--- src/rtl/ptbd_pkg.sv ---
// shared types, widths and register codes of the point to box distance block
`timescale 1ns / 1ps

package ptbd_pkg;

    // coordinate width of points and box bounds (Q8.8 at 16)
    localparam int COORD_WIDTH = 16;
    // width of the distance result
    localparam int DIST_WIDTH  = 17;

    // sum of three squares before and after saturation at 64 bits
    localparam int FULL_W = 2 * COORD_WIDTH + 2;
    localparam int SUM_W  = (FULL_W > 64) ? 64 : FULL_W;
    // square root widths: root bits, radicand bits, partial remainder bits
    localparam int ROOT_W = (SUM_W + 1) / 2;
    localparam int RAD_W  = 2 * ROOT_W;
    localparam int REM_W  = ROOT_W + 2;

    // stream and register port widths
    localparam int IN_W   = ((3 * COORD_WIDTH + 7) / 8) * 8;
    localparam int OUT_W  = ((DIST_WIDTH + 7) / 8) * 8;
    localparam int ADDR_W = 5;
    localparam int IDX_W  = 3;

    // register indexes
    localparam logic [IDX_W-1:0] REG_MIN_X = 3'd0;
    localparam logic [IDX_W-1:0] REG_MIN_Y = 3'd1;
    localparam logic [IDX_W-1:0] REG_MIN_Z = 3'd2;
    localparam logic [IDX_W-1:0] REG_MAX_X = 3'd3;
    localparam logic [IDX_W-1:0] REG_MAX_Y = 3'd4;
    localparam logic [IDX_W-1:0] REG_MAX_Z = 3'd5;

    typedef logic signed [COORD_WIDTH-1:0] coord_t;

    // box bounds, index 0 is x, 1 is y, 2 is z
    typedef struct packed {
        coord_t [2:0] lo;
        coord_t [2:0] hi;
    } box_t;

    // word handed from cell to cell along the square root chain
    typedef struct packed {
        logic              in_box;
        logic [REM_W-1:0]  rem;
        logic [ROOT_W-1:0] root;
        logic [RAD_W-1:0]  rad;
    } root_stage_t;

endpackage

--- src/rtl/ptbd_front.sv ---
// gap, square and sum stages ahead of the square root chain
`timescale 1ns / 1ps

module ptbd_front
    import ptbd_pkg::*;
(
    input  logic         aclk,
    input  logic         aresetn,
    input  box_t         box,
    input  logic         in_valid,
    output logic         in_ready,
    input  coord_t [2:0] point,
    output logic         out_valid,
    input  logic         out_ready,
    output root_stage_t  out_data
);

    localparam logic [FULL_W-1:0] SAT_MAX = {FULL_W{1'b1}} >> (FULL_W - SUM_W);

    logic                         gap_valid_reg;
    logic [2:0][COORD_WIDTH-1:0]  gap_reg;
    logic [2:0][COORD_WIDTH-1:0]  gap_next;
    logic                         gap_inside_reg;
    logic                         gap_inside_next;

    logic                         sq_valid_reg;
    logic [2:0][2*COORD_WIDTH-1:0] sq_reg;
    logic                         sq_inside_reg;

    logic                         sum_valid_reg;
    root_stage_t                  sum_reg;
    root_stage_t                  sum_next;

    logic gap_ready;
    logic sq_ready;
    logic sum_ready;

    logic signed [COORD_WIDTH:0] q_ext [3];
    logic signed [COORD_WIDTH:0] lo_ext [3];
    logic signed [COORD_WIDTH:0] hi_ext [3];
    logic signed [COORD_WIDTH:0] d_lo [3];
    logic signed [COORD_WIDTH:0] d_hi [3];
    logic [FULL_W-1:0] sum_full;
    logic [FULL_W-1:0] sum_sat;

    // a stage takes a new transaction when empty or when its own moves on
    assign sum_ready = !sum_valid_reg || out_ready;
    assign sq_ready  = !sq_valid_reg  || sum_ready;
    assign gap_ready = !gap_valid_reg || sq_ready;
    assign in_ready  = gap_ready;

    // per-axis gap, lower bound tested first
    always_comb begin
        gap_inside_next = 1'b1;
        for (int a = 0; a < 3; a++) begin
            q_ext[a]  = {point[a][COORD_WIDTH-1], point[a]};
            lo_ext[a] = {box.lo[a][COORD_WIDTH-1], box.lo[a]};
            hi_ext[a] = {box.hi[a][COORD_WIDTH-1], box.hi[a]};
            d_lo[a]   = lo_ext[a] - q_ext[a];
            d_hi[a]   = q_ext[a] - hi_ext[a];
            if (q_ext[a] < lo_ext[a]) begin
                gap_next[a]     = d_lo[a][COORD_WIDTH-1:0];
                gap_inside_next = 1'b0;
            end else if (q_ext[a] > hi_ext[a]) begin
                gap_next[a]     = d_hi[a][COORD_WIDTH-1:0];
                gap_inside_next = 1'b0;
            end else begin
                gap_next[a] = '0;
            end
        end
    end

    // saturating sum of squares, loaded as the radicand of the chain
    always_comb begin
        sum_full = FULL_W'(sq_reg[0]) + FULL_W'(sq_reg[1]) + FULL_W'(sq_reg[2]);
        sum_sat  = (sum_full > SAT_MAX) ? SAT_MAX : sum_full;
        sum_next.in_box = sq_inside_reg;
        sum_next.rem    = '0;
        sum_next.root   = '0;
        sum_next.rad    = RAD_W'(sum_sat[SUM_W-1:0]);
    end

    // valid bits
    always_ff @(posedge aclk) begin
        if (!aresetn) begin
            gap_valid_reg <= 1'b0;
            sq_valid_reg  <= 1'b0;
            sum_valid_reg <= 1'b0;
        end else begin
            if (gap_ready) gap_valid_reg <= in_valid;
            if (sq_ready)  sq_valid_reg  <= gap_valid_reg;
            if (sum_ready) sum_valid_reg <= sq_valid_reg;
        end
    end

    // payload registers
    always_ff @(posedge aclk) begin
        if (gap_ready) begin
            gap_reg        <= gap_next;
            gap_inside_reg <= gap_inside_next;
        end
        if (sq_ready) begin
            for (int a = 0; a < 3; a++) begin
                sq_reg[a] <= gap_reg[a] * gap_reg[a];
            end
            sq_inside_reg <= gap_inside_reg;
        end
        if (sum_ready) begin
            sum_reg <= sum_next;
        end
    end

    assign out_valid = sum_valid_reg;
    assign out_data  = sum_reg;

endmodule

--- src/rtl/ptbd_sqrt_cell.sv ---
// one cell of the square root chain, settles one root bit per transaction
`timescale 1ns / 1ps

module ptbd_sqrt_cell
    import ptbd_pkg::*;
(
    input  logic        aclk,
    input  logic        aresetn,
    input  logic        in_valid,
    output logic        in_ready,
    input  root_stage_t in_data,
    output logic        out_valid,
    input  logic        out_ready,
    output root_stage_t out_data
);

    logic        valid_reg;
    root_stage_t data_reg;
    root_stage_t data_next;

    logic [REM_W-1:0] rem_shift;
    logic [REM_W-1:0] trial;

    assign in_ready = !valid_reg || out_ready;

    // bring down two radicand bits and try a one in the next root place
    always_comb begin
        rem_shift = {in_data.rem[REM_W-3:0], in_data.rad[RAD_W-1:RAD_W-2]};
        trial     = {in_data.root, 2'b01};
        data_next.in_box = in_data.in_box;
        data_next.rad    = {in_data.rad[RAD_W-3:0], 2'b00};
        if (rem_shift >= trial) begin
            data_next.rem  = rem_shift - trial;
            data_next.root = {in_data.root[ROOT_W-2:0], 1'b1};
        end else begin
            data_next.rem  = rem_shift;
            data_next.root = {in_data.root[ROOT_W-2:0], 1'b0};
        end
    end

    // valid bit
    always_ff @(posedge aclk) begin
        if (!aresetn) begin
            valid_reg <= 1'b0;
        end else if (in_ready) begin
            valid_reg <= in_valid;
        end
    end

    // payload
    always_ff @(posedge aclk) begin
        if (in_ready) begin
            data_reg <= data_next;
        end
    end

    assign out_valid = valid_reg;
    assign out_data  = data_reg;

endmodule

--- src/rtl/point_to_box_distance.sv ---
// top level: register port, front stages and square root cell chain
//
//  channel | direction | handshake        | payload
//  s_      | in        | s_tvalid/tready  | s_tdata: point_x, point_y, point_z
//  m_      | out       | m_tvalid/tready  | m_tdata: distance, m_tuser: inside_res
//  apb     | in        | psel/penable     | box bounds at 0x00..0x14
//
// one point enters per cycle while the output is not stalled; its result passes
// through the gap, square and sum stages and then through one square root cell
// per root bit
// synchronous active-low reset empties every stage and clears the box to zero
// each stage holds when its successor is full and stalled, so bubbles close up

`timescale 1ns / 1ps

module point_to_box_distance
    import ptbd_pkg::*;
(
    input  logic              aclk,
    input  logic              aresetn,
    // point_x [15:0], point_y [31:16], point_z [47:32]
    input  logic [IN_W-1:0]   s_tdata,
    input  logic              s_tvalid,
    output logic              s_tready,
    // distance [16:0]
    output logic [OUT_W-1:0]  m_tdata,
    // inside_res [0]
    output logic              m_tuser,
    output logic              m_tvalid,
    input  logic              m_tready,
    input  logic              psel,
    input  logic              penable,
    input  logic              pwrite,
    input  logic [ADDR_W-1:0] paddr,
    input  logic [31:0]       pwdata,
    output logic [31:0]       prdata,
    output logic              pready
);

    box_t          box_reg;
    coord_t [2:0]  point;
    logic [IDX_W-1:0] reg_idx;
    logic          cfg_write;

    logic          chain_valid [ROOT_W+1];
    logic          chain_ready [ROOT_W+1];
    root_stage_t   chain_data  [ROOT_W+1];

    // register port, always ready
    assign pready    = 1'b1;
    assign reg_idx   = paddr[ADDR_W-1:2];
    assign cfg_write = psel && penable && pwrite && pready;

    always_ff @(posedge aclk) begin
        if (!aresetn) begin
            box_reg <= '0;
        end else if (cfg_write) begin
            unique case (reg_idx)
                REG_MIN_X: box_reg.lo[0] <= pwdata[COORD_WIDTH-1:0];
                REG_MIN_Y: box_reg.lo[1] <= pwdata[COORD_WIDTH-1:0];
                REG_MIN_Z: box_reg.lo[2] <= pwdata[COORD_WIDTH-1:0];
                REG_MAX_X: box_reg.hi[0] <= pwdata[COORD_WIDTH-1:0];
                REG_MAX_Y: box_reg.hi[1] <= pwdata[COORD_WIDTH-1:0];
                REG_MAX_Z: box_reg.hi[2] <= pwdata[COORD_WIDTH-1:0];
                default: ;
            endcase
        end
    end

    // read back, sign extended
    always_comb begin
        unique case (reg_idx)
            REG_MIN_X: prdata = 32'(box_reg.lo[0]);
            REG_MIN_Y: prdata = 32'(box_reg.lo[1]);
            REG_MIN_Z: prdata = 32'(box_reg.lo[2]);
            REG_MAX_X: prdata = 32'(box_reg.hi[0]);
            REG_MAX_Y: prdata = 32'(box_reg.hi[1]);
            REG_MAX_Z: prdata = 32'(box_reg.hi[2]);
            default:   prdata = '0;
        endcase
    end

    // unpack the point
    always_comb begin
        for (int a = 0; a < 3; a++) begin
            point[a] = s_tdata[a*COORD_WIDTH +: COORD_WIDTH];
        end
    end

    ptbd_front u_front (
        .aclk      (aclk),
        .aresetn   (aresetn),
        .box       (box_reg),
        .in_valid  (s_tvalid),
        .in_ready  (s_tready),
        .point     (point),
        .out_valid (chain_valid[0]),
        .out_ready (chain_ready[0]),
        .out_data  (chain_data[0])
    );

    // square root chain, most significant root bit first
    for (genvar i = 0; i < ROOT_W; i++) begin : g_cell
        ptbd_sqrt_cell u_cell (
            .aclk      (aclk),
            .aresetn   (aresetn),
            .in_valid  (chain_valid[i]),
            .in_ready  (chain_ready[i]),
            .in_data   (chain_data[i]),
            .out_valid (chain_valid[i+1]),
            .out_ready (chain_ready[i+1]),
            .out_data  (chain_data[i+1])
        );
    end

    // result transaction
    assign chain_ready[ROOT_W] = m_tready;
    assign m_tvalid = chain_valid[ROOT_W];
    assign m_tuser  = chain_data[ROOT_W].in_box;
    assign m_tdata  = OUT_W'(DIST_WIDTH'(chain_data[ROOT_W].root));

endmodule

--- config.mk ---
export PLATFORM = sky130hd
export DESIGN_NAME = point_to_box_distance
export DESIGN_NICKNAME = d
export VERILOG_FILES = /design/src/rtl/ptbd_pkg.sv /design/src/rtl/ptbd_front.sv /design/src/rtl/ptbd_sqrt_cell.sv /design/src/rtl/point_to_box_distance.sv
export SDC_FILE = /design/constraint.sdc
export NUM_CORES = 2
export LEC_CHECK = 0
export BUFFER_PORTS_ARGS = -buffer_cell sky130_fd_sc_hd__buf_2
export CELL_PAD_IN_SITES_DETAIL_PLACEMENT = 2
export CELL_PAD_IN_SITES_GLOBAL_PLACEMENT = 2
export CORE_UTILIZATION = 40
export CTS_BUF_LIST = sky130_fd_sc_hd__clkbuf_4
export DETAILED_ROUTE_END_ITERATION = 16
export HOLD_SLACK_MARGIN = 0.08
export PLACE_DENSITY = 0.85
export SLEW_MARGIN = 40
export SYNTH_ARGS = -nofsm -noshare
export SYNTH_HDL_FRONTEND = slang
export SYNTH_SLANG_ARGS = --single-unit
--- constraint.sdc ---
create_clock -name aclk -period 6.9 [get_ports aclk]
set_input_delay 1.38 -clock aclk [delete_from_list [all_inputs] [get_ports aclk]]
set_output_delay 1.38 -clock aclk [all_outputs]
set_load 0.05 [all_outputs]
==> results.txt <==
Seq cells post-synth -> 990
top cells by area, synth -> edfxtp_1 (37%), fa_1 (14%), ha_1 (11%), inv_1 (5.5%), dfxtp_1 (3.3%)
Die H -> 422 um
Final Skew -> 168 ps
Area growth syn-to-layout -> 12.3%
number of antenna violations at the first check in global routing -> 26
max reg flops -> 696
final net count -> 8224
Final Instance Area -> 0.0792 sq mm
# DRC -> 0
dpl hpwl -> 190000 um
io pins -> 152
met1 WL -> 106000 um
Final Setup Violations -> 33
share of the synthesized area in the top cell type -> 37.2%
placement-stage cell area -> 0.0743 sq mm
final WL -> 329000 um
most frequent cell after synthesis -> inv_1
post-route setup slack -> -1080 ps
Synth area leader -> edfxtp_1
Core Box Area -> 0.174 sq mm
Worst-Skew Late Latency -> 1430 ps
Synth Flop Type -> edfxtp_1
Gate Count Post-Synth -> 6552
first drt pass iteration count -> 9
remaining antenna violation count -> 0
Vias -> 58600
# port buffers -> 125
DR WL/cell -> 34.4 um
Max FO, Critical Path -> 5
met3 WL -> 26700 um
Critical Path End Type -> flop
async set or reset register ratio after synthesis -> 0%
Startpoint Class -> flop
Final Max Slew Viols -> 0
grt ovf -> 0
Via density -> 6.14
Synth Cell Area -> 0.0705 sq mm
Post-synth EDFFs -> 874
Clk pin slew, worst setup/hold paths -> 110 ps
met2 WL -> 161000 um
CP Class -> reg -> reg
warnings from Yosys -> 0
cts bufs inserted -> 296
CP required -> 8040 ps
final hold violations -> 0
# Max-Cap Violations -> 0
crit share post-route -> 116%
Max-slew headroom -> 34.0%
vias in the first global route -> 64300
CP Data Arrival Time -> 9120 ps
Die Span X -> 422 um
TritonCTS sink count -> 990
global-route wire length before repair -> 426000 um
Commonest cells post-synth -> inv_1 (1040), edfxtp_1 (874), ha_1 (624)
CTS Hold Bufs -> 0
GR Util All Layers -> 31.8%
HP Class -> in -> reg
CTS H-tree lvls -> 5
effective utilization at floorplan -> 40.4%
sequential area share after synthesis -> 40.5%
synthesized area per cell -> 10.8 sq um
DIE AREA -> 0.178 sq mm
share of layout cells above drive strength 1 -> 14.0%
utilization after layout -> 45.4%
min Tclk post-route -> 7980 ps
root buffer cell -> clkbuf_4
Max Used Layer -> met5
clk buf depth -> 4
TritonCTS clock tree -> done
largest net degree at the start of global routing -> 62
RePlAce Congestion -> 0.899
f_max -> 125 MHz
outcome -> finished, violations left
worst-margin pin slew -> 989 ps
Synth cell types -> 91
failing checks -> setup timing
FP Rows -> 153
DR iter-0 viols -> 5260
[layout by cell type, fill, tap and decap left out, types with 34 or more instances in the layout]
cell,n
inv_1,1025
edfxtp_1,874
ha_1,607
nand2_1,576
fa_1,490
clkbuf_4,435
nor2_1,295
a21oi_1,291
xnor2_1,242
buf_4,186
o21ai_0,185
and2_1,169
xor2_1,150
a21o_1,126
buf_2,124
a21boi_0,116
dfxtp_1,116
o21a_1,95
nand3_1,87
nor3_1,82
nand2b_1,72
nor2b_1,66
a22oi_1,50
nand4_1,41
clkinv_1,39
or3_1,37
mux2_2,36
and3_1,34
[final timing paths]
check	cells past startpoint	end	slack (ps)	startpoint
max reg2reg	22	u_front.sq_reg[28]$_DFFE_PP_	-1080	u_front.gap_reg[3]$_DFFE_PP_
min reg2reg	0	g_cell[7].u_cell.out_data[26]$_DFFE_PP_	340	g_cell[6].u_cell.out_data[24]$_DFFE_PP_
min	3	g_cell[16].u_cell.out_valid$_SDFFE_PN0P_	340	m_tready
max	22	u_front.sq_reg[28]$_DFFE_PP_	-1080	u_front.gap_reg[3]$_DFFE_PP_
[worst max-delay path, stage by stage (launching register included)]
cell and delay, ps:
edfxtp_1 560, buf_4 200, buf_4 160, nand2_2 120, inv_1 220, fa_2 640
fa_1 880, ha_1 290, inv_1 100, fa_1 540, inv_1 420, fa_1 550
fa_1 560, ha_2 340, and2_1 200, a221oi_4 350, a2111oi_4 170, buf_4 200
a2111oi_4 460, o211ai_1 250, a21o_1 270, a21oi_2 160, xnor2_1 120
[layout make-up]
| class | count | area (sq um) |
|---|---|---|
| Multi-Input combinational cell | 4350 | 37900 |
| Timing Repair Buffer | 328 | 2290 |
| Clock buffer | 435 | 3270 |
| Tap cell | 2325 | 2910 |
| Inverter | 1040 | 3920 |
| Antenna cell | 22 | 55.1 |
| Sequential cell | 990 | 28600 |
| Clock inverter | 52 | 309 |
| Fill cell | 17800 | 95200 |
[cells by family (layout without fill, tap and decap cells)]
logic type / after synthesis / in the layout / synth area share, %
DFF: 990 / 990 / 40.5
adders and majority gates: 1126 / 1126 / 25.3
and+or+nand+nor: 1621 / 1621 / 11.1
xor gates and xnor gates: 394 / 394 / 4.89
buffers and inverters: 1219 / 1855 / 6.74
muxes: 48 / 48 / 0.745
AOI/OAI and AO/OA: 1152 / 1152 / 10.7
other: 2 / 31 / 0.0107
[layer usage]
layer / vias up / global-route usage (%)
met5: - / 0
met3: 1993 / 6.28
met1: 29500 / 32.0
met4: 34 / 22.8
li1: 23300 / -
met2: 3807 / 58.4
[metrics by stage]
stage               hold slack (ps)  TNS (ps)  worst slack, ps  cells
finish                          342    -18160            -1080   9542
global route                    305    -19370            -1040   9530
CTS                             260         0             1.10   9470
detailed placement              405     -1120             -294   8944
global placement                400         0              227   8942
floorplan                       400         0              161   6559
[repair_timing]
| action | in CTS | in global routing |
|---|---|---|
| buffers inserted | 39 | 53 |
| endpoints found under the setup margin | 26 | 37 |
| pin swaps | 7 | 44 |
| resized for setup | 24 | 118 |
Power is not shown: default switching activity piles up to over one toggle a cycle in this logic, so the estimate is an artifact.
